## src/hdl/msup_pkg.sv

```systemverilog
// Shared types, codes and reset constants for the motion safety supervisor.
package msup_pkg;

	localparam int CFG_DATA_W = 16;
	localparam int CFG_IDX_W  = 2;

	localparam logic [CFG_IDX_W-1:0] CFG_OBSTACLE_STOP = 2'd0;
	localparam logic [CFG_IDX_W-1:0] CFG_HB_TIMEOUT    = 2'd1;
	localparam logic [CFG_IDX_W-1:0] CFG_TICK_PERIOD   = 2'd2;
	localparam logic [CFG_IDX_W-1:0] CFG_STRIKE_LIMIT  = 2'd3;

	localparam logic [12:0] OBSTACLE_STOP_RST = 13'd200;
	localparam logic [15:0] HB_TIMEOUT_RST    = 16'd5000;
	localparam logic [9:0]  TICK_PERIOD_RST   = 10'd50;
	localparam logic [3:0]  STRIKE_LIMIT_RST  = 4'd3;

	localparam logic [1:0] ACT_SAMPLE  = 2'd0;
	localparam logic [1:0] ACT_COMMAND = 2'd1;
	localparam logic [1:0] ACT_TICK    = 2'd2;
	localparam logic [1:0] ACT_FAULT   = 2'd3;

	localparam logic [3:0] CMD_FWD         = 4'd0;
	localparam logic [3:0] CMD_BACK        = 4'd1;
	localparam logic [3:0] CMD_LEFT        = 4'd2;
	localparam logic [3:0] CMD_RIGHT       = 4'd3;
	localparam logic [3:0] CMD_STOP        = 4'd4;
	localparam logic [3:0] CMD_SCAN        = 4'd5;
	localparam logic [3:0] CMD_SCAN_AT     = 4'd6;
	localparam logic [3:0] CMD_FAULT_CLEAR = 4'd7;
	localparam logic [3:0] CMD_PING        = 4'd8;
	localparam logic [3:0] CMD_STATUS      = 4'd9;
	localparam logic [3:0] CMD_HELLO       = 4'd10;

	localparam logic [2:0] RPL_NONE     = 3'd0;
	localparam logic [2:0] RPL_OK       = 3'd1;
	localparam logic [2:0] RPL_OBSTACLE = 3'd2;
	localparam logic [2:0] RPL_FAULT    = 3'd3;
	localparam logic [2:0] RPL_READY    = 3'd4;
	localparam logic [2:0] RPL_PONG     = 3'd5;

	localparam logic [2:0] DRV_HALT   = 3'd0;
	localparam logic [2:0] DRV_FWD    = 3'd1;
	localparam logic [2:0] DRV_REV    = 3'd2;
	localparam logic [2:0] DRV_TURN_L = 3'd3;
	localparam logic [2:0] DRV_TURN_R = 3'd4;

	localparam logic [3:0]  STRIKE_MAX = 4'd15;
	localparam logic [15:0] AGE_MAX    = 16'hFFFF;
	localparam logic [14:0] ANGLE_MAX  = 15'd180;

	typedef struct packed {
		logic [12:0] obstacle_stop_mm;
		logic [15:0] hb_limit_ms;
		logic [9:0]  tick_period_ms;
		logic [3:0]  strike_limit;
	} cfg_t;

	typedef struct packed {
		logic [1:0]  action;
		logic        echo_timeout;
		logic [12:0] distance_mm;
		logic [3:0]  command_code;
		logic [15:0] angle_arg;
	} item_t;

	typedef struct packed {
		logic [2:0]  direction;
		logic        path_ok;
		logic        fault;
		logic [12:0] stored_distance;
		logic        stored_timeout;
		logic [3:0]  strike_count;
		logic [15:0] heartbeat_age;
		logic        warned;
		logic        fault_seen;
		logic        prev_clear;
		logic        scan_latched;
	} state_t;

	typedef struct packed {
		logic [2:0]  reply_code;
		logic [2:0]  drive_direction;
		logic        path_is_clear;
		logic        fault_active;
		logic        heartbeat_lost_event;
		logic        fault_stop_event;
		logic        obstacle_event;
		logic        sweep_scan_request;
		logic        targeted_scan_request;
		logic [7:0]  scan_angle;
		logic [12:0] last_distance_mm;
		logic        last_was_timeout;
	} result_t;

	localparam state_t STATE_RST = '{
		direction:       DRV_HALT,
		path_ok:         1'b0,
		fault:           1'b0,
		stored_distance: 13'd0,
		stored_timeout:  1'b1,
		strike_count:    4'd0,
		heartbeat_age:   16'd0,
		warned:          1'b0,
		fault_seen:      1'b0,
		prev_clear:      1'b1,
		scan_latched:    1'b0
	};

endpackage

```

## src/hdl/msup_cfg.sv

```systemverilog
// Configuration register file of the motion safety supervisor.
module msup_cfg
	import msup_pkg::*;
(
	input  logic                  clk,
	input  logic                  arst_n,
	input  logic                  cfg_we,
	input  logic [CFG_IDX_W-1:0]  cfg_index,
	input  logic [CFG_DATA_W-1:0] cfg_data,
	output cfg_t                  cfg
);

	cfg_t cfg_q;

	always_ff @(posedge clk or negedge arst_n) begin
		if (!arst_n) begin
			cfg_q.obstacle_stop_mm <= OBSTACLE_STOP_RST;
			cfg_q.hb_limit_ms      <= HB_TIMEOUT_RST;
			cfg_q.tick_period_ms   <= TICK_PERIOD_RST;
			cfg_q.strike_limit     <= STRIKE_LIMIT_RST;
		end else if (cfg_we) begin
			case (cfg_index)
				CFG_OBSTACLE_STOP: cfg_q.obstacle_stop_mm <= cfg_data[12:0];
				CFG_HB_TIMEOUT:    cfg_q.hb_limit_ms      <= cfg_data;
				CFG_TICK_PERIOD:   cfg_q.tick_period_ms   <= cfg_data[9:0];
				CFG_STRIKE_LIMIT:  cfg_q.strike_limit     <= cfg_data[3:0];
				default: ;
			endcase
		end
	end

	assign cfg = cfg_q;

endmodule

```

## src/hdl/msup_step.sv

```systemverilog
// Next-state and result logic for one supervisor item.
module msup_step
	import msup_pkg::*;
(
	input  cfg_t    cfg,
	input  state_t  st,
	input  item_t   item,
	output state_t  st_nxt,
	output result_t res
);

	always_comb begin
		state_t      n;
		logic [2:0]  reply;
		logic [7:0]  angle;
		logic        hb_ev;
		logic        fault_ev;
		logic        obs_ev;
		logic        sweep;
		logic        target;
		logic        moving;
		logic [16:0] age_sum;
		logic [3:0]  strikes;

		n        = st;
		reply    = RPL_NONE;
		angle    = 8'd0;
		hb_ev    = 1'b0;
		fault_ev = 1'b0;
		obs_ev   = 1'b0;
		sweep    = 1'b0;
		target   = 1'b0;
		moving   = 1'b0;
		age_sum  = {1'b0, st.heartbeat_age} + {7'd0, cfg.tick_period_ms};
		strikes  = (st.strike_count < STRIKE_MAX) ? st.strike_count + 4'd1 : st.strike_count;

		case (item.action)
			ACT_SAMPLE: begin
				if (item.echo_timeout) begin
					n.strike_count = strikes;
					if (strikes >= cfg.strike_limit)
						n.path_ok = 1'b1;
					n.stored_distance = 13'd0;
					n.stored_timeout  = 1'b1;
				end else begin
					if (item.distance_mm != 13'd0) begin
						n.strike_count = 4'd0;
						n.path_ok      = item.distance_mm > cfg.obstacle_stop_mm;
					end else begin
						n.path_ok = 1'b0;
					end
					n.stored_distance = item.distance_mm;
					n.stored_timeout  = 1'b0;
				end
			end
			ACT_COMMAND: begin
				case (item.command_code)
					CMD_FWD: begin
						if (st.fault) begin
							n.direction = DRV_HALT;
							reply = RPL_FAULT;
						end else if (!st.path_ok) begin
							n.direction = DRV_HALT;
							reply = RPL_OBSTACLE;
						end else begin
							n.direction = DRV_FWD;
							reply = RPL_OK;
						end
					end
					CMD_BACK, CMD_LEFT, CMD_RIGHT: begin
						if (st.fault) begin
							n.direction = DRV_HALT;
							reply = RPL_FAULT;
						end else begin
							n.direction = item.command_code[2:0] + 3'd1;
							reply = RPL_OK;
						end
					end
					CMD_STOP: begin
						n.direction = DRV_HALT;
						reply = RPL_OK;
					end
					CMD_SCAN: begin
						sweep = 1'b1;
						reply = RPL_OK;
					end
					CMD_SCAN_AT: begin
						if (item.angle_arg[15])
							angle = 8'd0;
						else if (item.angle_arg[14:0] > ANGLE_MAX)
							angle = ANGLE_MAX[7:0];
						else
							angle = item.angle_arg[7:0];
						target = 1'b1;
						reply = RPL_OK;
					end
					CMD_FAULT_CLEAR: begin
						n.fault = 1'b0;
						n.direction = DRV_HALT;
						reply = RPL_OK;
					end
					CMD_PING: begin
						n.heartbeat_age = 16'd0;
						reply = RPL_PONG;
					end
					CMD_HELLO: reply = RPL_READY;
					default: ;
				endcase
			end
			ACT_TICK: begin
				n.heartbeat_age = age_sum[16] ? AGE_MAX : age_sum[15:0];
				if (n.heartbeat_age > cfg.hb_limit_ms) begin
					if (!st.warned) begin
						hb_ev = 1'b1;
						n.warned = 1'b1;
					end
					n.direction = DRV_HALT;
				end else begin
					n.warned = 1'b0;
				end
				if (st.fault && !st.fault_seen) begin
					fault_ev = 1'b1;
					n.direction = DRV_HALT;
				end
				n.fault_seen = st.fault;
				moving = (n.direction == DRV_FWD) || (n.direction == DRV_TURN_L) ||
					(n.direction == DRV_TURN_R);
				if (moving && !st.path_ok) begin
					obs_ev = st.prev_clear;
					n.direction = DRV_HALT;
					if (!st.scan_latched) begin
						sweep = 1'b1;
						n.scan_latched = 1'b1;
					end
				end else begin
					n.scan_latched = 1'b0;
				end
				n.prev_clear = st.path_ok;
			end
			default: n.fault = 1'b1;
		endcase

		st_nxt = n;
		res.reply_code            = reply;
		res.drive_direction       = n.direction;
		res.path_is_clear         = n.path_ok;
		res.fault_active          = n.fault;
		res.heartbeat_lost_event  = hb_ev;
		res.fault_stop_event      = fault_ev;
		res.obstacle_event        = obs_ev;
		res.sweep_scan_request    = sweep;
		res.targeted_scan_request = target;
		res.scan_angle            = angle;
		res.last_distance_mm      = n.stored_distance;
		res.last_was_timeout      = n.stored_timeout;
	end

endmodule

```

## src/hdl/motion_safety_supervisor.sv

```systemverilog
// Top level of the motion safety supervisor: input stage, state and result register.
//
//  channel   handshake                 payload
//  input     in_valid / in_ready       action, echo_timeout, distance_mm, command_code, angle_arg
//  output    out_valid / out_ready     reply_code ... last_was_timeout
//  config    cfg_we (no wait)          cfg_index, cfg_data
//
// One item per cycle sustained while the output is not stalled; an accepted item is held in
// the input stage register, then loaded into the result register, from which it transfers.
// The input stage is processed against the state registers in one pass and the
// result is registered; state updates in the same edge.
// A stalled output holds the input stage; in_ready follows out_ready combinationally.
// Reset (arst_n low) returns all state and configuration to their defaults at once.
module motion_safety_supervisor
	import msup_pkg::*;
(
	input  logic                  clk,
	input  logic                  arst_n,
	input  logic                  in_valid,
	output logic                  in_ready,
	input  logic [1:0]            action,
	input  logic                  echo_timeout,
	input  logic [12:0]           distance_mm,
	input  logic [3:0]            command_code,
	input  logic signed [15:0]    angle_arg,
	output logic                  out_valid,
	input  logic                  out_ready,
	output logic [2:0]            reply_code,
	output logic [2:0]            drive_direction,
	output logic                  path_is_clear,
	output logic                  fault_active,
	output logic                  heartbeat_lost_event,
	output logic                  fault_stop_event,
	output logic                  obstacle_event,
	output logic                  sweep_scan_request,
	output logic                  targeted_scan_request,
	output logic [7:0]            scan_angle,
	output logic [12:0]           last_distance_mm,
	output logic                  last_was_timeout,
	input  logic                  cfg_we,
	input  logic [CFG_IDX_W-1:0]  cfg_index,
	input  logic [CFG_DATA_W-1:0] cfg_data
);

	cfg_t    cfg;
	item_t   item_s1;
	logic    valid_s1;
	state_t  state_q;
	state_t  state_nxt;
	result_t res_nxt;
	result_t res_s2;
	logic    valid_s2;
	logic    adv_s1;

	msup_cfg u_cfg (
		.clk       (clk),
		.arst_n    (arst_n),
		.cfg_we    (cfg_we),
		.cfg_index (cfg_index),
		.cfg_data  (cfg_data),
		.cfg       (cfg)
	);

	msup_step u_step (
		.cfg    (cfg),
		.st     (state_q),
		.item   (item_s1),
		.st_nxt (state_nxt),
		.res    (res_nxt)
	);

	assign adv_s1   = valid_s1 && (!valid_s2 || out_ready);
	assign in_ready = !valid_s1 || adv_s1;

	always_ff @(posedge clk or negedge arst_n) begin
		if (!arst_n) begin
			valid_s1 <= 1'b0;
			valid_s2 <= 1'b0;
			state_q  <= STATE_RST;
		end else begin
			if (in_ready)
				valid_s1 <= in_valid;
			if (adv_s1) begin
				valid_s2 <= 1'b1;
				state_q  <= state_nxt;
			end else if (out_ready) begin
				valid_s2 <= 1'b0;
			end
		end
	end

	always_ff @(posedge clk) begin
		if (in_ready && in_valid) begin
			item_s1.action       <= action;
			item_s1.echo_timeout <= echo_timeout;
			item_s1.distance_mm  <= distance_mm;
			item_s1.command_code <= command_code;
			item_s1.angle_arg    <= angle_arg;
		end
		if (adv_s1)
			res_s2 <= res_nxt;
	end

	assign out_valid             = valid_s2;
	assign reply_code            = res_s2.reply_code;
	assign drive_direction       = res_s2.drive_direction;
	assign path_is_clear         = res_s2.path_is_clear;
	assign fault_active          = res_s2.fault_active;
	assign heartbeat_lost_event  = res_s2.heartbeat_lost_event;
	assign fault_stop_event      = res_s2.fault_stop_event;
	assign obstacle_event        = res_s2.obstacle_event;
	assign sweep_scan_request    = res_s2.sweep_scan_request;
	assign targeted_scan_request = res_s2.targeted_scan_request;
	assign scan_angle            = res_s2.scan_angle;
	assign last_distance_mm      = res_s2.last_distance_mm;
	assign last_was_timeout      = res_s2.last_was_timeout;

endmodule

```

## config.mk

```make
export PLATFORM = sky130hd
export DESIGN_NAME = motion_safety_supervisor
export DESIGN_NICKNAME = d
export VERILOG_FILES = /design/src/hdl/msup_pkg.sv /design/src/hdl/msup_cfg.sv /design/src/hdl/msup_step.sv /design/src/hdl/motion_safety_supervisor.sv
export SDC_FILE = /design/constraint.sdc
export NUM_CORES = 1
export LEC_CHECK = 0
export BUFFER_PORTS_ARGS = -buffer_cell sky130_fd_sc_hd__clkbuf_2
export CORE_MARGIN = 2
export CORE_UTILIZATION = 55
export CTS_BUF_LIST = sky130_fd_sc_hd__clkbuf_8
export DETAILED_ROUTE_END_ITERATION = 12
export PLACE_DENSITY = 0.77
export RECOVER_POWER = 100
export SYNTH_ARGS = -nofsm -noshare
export SYNTH_HDL_FRONTEND = slang
export SYNTH_SLANG_ARGS = --single-unit
export TNS_END_PERCENT = 20
```

## constraint.sdc

```tcl
create_clock -name clk -period 3.4 [get_ports clk]
set_input_delay 0.51 -clock clk [delete_from_list [all_inputs] [get_ports clk]]
set_output_delay 0.51 -clock clk [all_outputs]
set_load 0.01 [all_outputs]
```

==> impl_results.md <==
- Htree depth: 4
- Clock Skew: 0.0189 ns
- Worst slew margin: -44.4%
- Chip Height: 124 µm
- Worst slack, placed: -0.406 ns
- CTS tree: yes
- Main flop type after synthesis: dfrtp_1
- Setup WS post-layout: -0.335 ns
- #FFs+latches synth: 159
- Total CTS buffers: 17
- Final Max Tran Viols: 76
- Pleak: 4.16 nW
- F_max: 0.268 GHz
- Max Cap Viol: 2
- Antenna violations before repair: 0
- DRC Markers: 0
- Post-synth ARST share: 55.3%
- DR pass1 iterations: 5
- RSZ-0062 raised after global routing: true
- Syn_nets: 808
- DP HPWL: 13.1 mm
- Clock Path Buffers: 2
- Clock Pin Slew Worst Setup and Hold Paths: 0.09 ns
- Vias in the first global route: 6043
- Critical path launch point type: flip-flop
- VDD IR-drop max: 0.501 mV
- Most frequent cells in the layout: 75 x nand2_1, 73 x dfrtp_1, 71 x edfxtp_1, 60 x inv_1, 58 x clkbuf_2
- Tot GR Track Use: 23.7%
- Root Buffer Master: clkbuf_8
- Met2 GRT Util: 41.1%
- Placed Instances: 1003
- Final hold vios: 0
- Layout fillers: 1083
- Die width: 124 µm
- First-pass GRT wire length: 29.4 mm
- Post-synth EDFFs: 71
- Crit path required time: 3.60 ns
- Starting density of the core: 56.9%
- Layout cells sized above 1: 26.3%
- Period utilization: 110%
- Ant diodes: 0
- Failing checks: max-capacitance violations, max-slew violations, negative setup slack
- Cell Chain, Critical Path: ha_4 -> fa_2 -> a211oi_4 -> o21ai_4 -> a31o_4 -> buf_6 -> a31oi_4 -> nor2_2 -> ha_1 -> nand4_4 -> nor4_4 -> a21boi_4 -> o31ai_4 -> nor3b_4 -> o31a_1
- Synth-to-layout area growth: 18.7%
- Largest net degree at the start of global routing: 48
- WL/cell: 17.0 µm
- Final antenna-violating net count: 0
- Avg Vias per Cell: 5.52
- Core Region: 0.0140 mm²
- DIE AREA: 0.0154 mm²
- Starting DRC count in detailed routing: 286
- Met1 usage: 29.4%
- Synth Instances: 696
- GP Congestion: 0.897
- Final Cell Area: 0.00944 mm²
- Crit-path max cell delay: 0.42 ns
- Clock sink count: 159
- Vias: 5728
- Most common cell after layout, fill and taps aside: nand2_1
- Yosys cell types: 70
- Placed Instance Area: 0.00898 mm²
- Global route overflow: 0
- GR Util met3: 4.85%
- Final core area utilization: 67.5%
- WL final: 17.6 mm
- Crit path capture type: flip-flop
- Buffers on Ports: 95
- Site row count: 43
- Worst-Skew Late Latency: 0.46 ns
- Worst Tran Pin Value: 2.17 ns
- Top Usage Layer GRT: met2
- Final Setup Violations: 11
- Clock period minus final worst setup slack: 3.73 ns
- Fin cells: 1037
- Syn_area_per_cell: 11.4 µm²
- Status: finished with violations
- Pwr Density: 675 mW/mm²
- Netlist Area Pre-Place: 0.00796 mm²
- CP Max Fanout: 4
- Slowest CP cell: dfrtp_1
- Layout Nets: 956
- Crit Path Class: flip-flop to flip-flop
- Arr. time, crit path: 3.94 ns
- I/O Pins: 96
- Sequential area share after synthesis: 54.7%
- Syn. warnings: 0
- Hold WC Path Type: primary input to flip-flop
-- cell type report --
cell class | count | area (µm²) | area share (%)
Clock buffer | 17 | 234 | 2.48
Clock inverter | 15 | 110 | 1.17
Inverter | 58 | 218 | 2.31
Multi-Input combinational cell | 459 | 3490 | 36.9
Sequential cell | 159 | 4350 | 46.1
Tap cell | 180 | 225 | 2.39
Timing Repair Buffer | 149 | 816 | 8.64
-- kinds of logic (layout without fill, tap and decap cells) --
group,count (synthesis),count (layout),share of synthesized area (%)
AOI/OAI and AO/OA,164,164,13.8
xor gates and xnor gates,9,9,0.991
adders and majority gates,53,53,8.43
buffers and inverters,78,239,3.96
DFF,159,159,54.7
muxes,47,47,6.51
and+or+nand+nor,186,186,11.6
-- metal layers --
layer  wire length (µm)  up-vias
met3                638       26
met4                309        0
li1                   -     2793
met5                  0        -
met2               9020      110
met1               7640     2799
-- per-stage QoR --
stage | setup TNS (ns) | hold WS (ns) | power [mW]
after floorplan | -0.159 | 0.214 | 3.97
after CTS | -2.06 | 0.0214 | 6.26
final | -2.08 | 0.227 | 6.37
after global placement | -1.59 | 0.447 | 4.81
after global routing | -4.11 | 0.194 | 6.81
after detailed placement | -3.29 | 0.459 | 4.90
-- where the power goes --
part	switching, mW	leakage (nW)	total (mW)	internal, mW
clock	0.756	0.183	1.27	0.516
combinational	1.27	2.21	2.50	1.23
sequential	0.220	1.77	2.60	2.38
-- worst max-delay path: cells and delay by family (launching register included) --
kind / cells / cell delay (ns)
AOI/OAI and AO/OA: 7 / 1.38
adders and majority gates: 3 / 0.92
and+or+nand+nor: 4 / 0.64
DFF: 1 / 0.42
buffers and inverters: 1 / 0.12
-- state kept, by name, summed over array words and instances (netlist names), 3 cells and up --
signal / cells
scan_angle: 8
u_cfg.cfg: 43
last_distance_mm: 13
reply_code: 3
drive_direction: 3
item_s1: 36
state_q: 43
-- final timing paths --
check	from	endpoint	slack, ns	cells past startpoint
min	angle_arg[0]	item_s1[0]$_DFFE_PP_	0.23	1
max in group asynchronous	arst_n	state_q[31]$_DFFE_PN0P_	1.13	2
min in group asynchronous	arst_n	state_q[14]$_DFFE_PN0P_	0.68	1
max	state_q[4]$_DFFE_PN0P_	drive_direction[2]$_DFFE_PP_	-0.33	15
min reg2reg	state_q[24]$_DFFE_PN1P_	state_q[24]$_DFFE_PN1P_	0.48	2
max reg2reg	state_q[4]$_DFFE_PN0P_	drive_direction[2]$_DFFE_PP_	-0.33	15
-- cells in the mapped netlist, types with 5 or more instances --
master / number / area share (%)
nand4_1: 10 / 0.79
xnor2_1: 5 / 0.55
mux2i_1: 9 / 1.1
clkbuf_1: 12 / 0.57
nor2_1: 26 / 1.2
a22o_1: 12 / 1.3
inv_1: 58 / 2.7
a21oi_1: 24 / 1.5
o21a_1: 6 / 0.57
mux2_2: 38 / 5.4
ha_1: 52 / 8.2
nand3_1: 15 / 0.94
a21o_1: 12 / 1.1
nor2b_1: 9 / 0.71
dfstp_2: 15 / 5.0
and2_1: 5 / 0.39
dfrtp_1: 73 / 23
nand2_1: 76 / 3.6
edfxtp_1: 71 / 27
nor3_1: 5 / 0.31
nand2b_1: 14 / 1.1
o21ai_0: 58 / 3.6
nand3b_1: 7 / 0.66
a31oi_1: 5 / 0.39
-- repair_timing --
| action | 4_1_cts | 5_1_grt |
|---|---|---|
| buffers inserted | 1 | 1 |
| pin swaps | 14 | 13 |
| setup endpoints to repair | 11 | 11 |
| hold buffers | 0 | 0 |
| gates cloned | 0 | 0 |
| resized for setup | 12 | 20 |
Power figures use the tool's default switching activity.
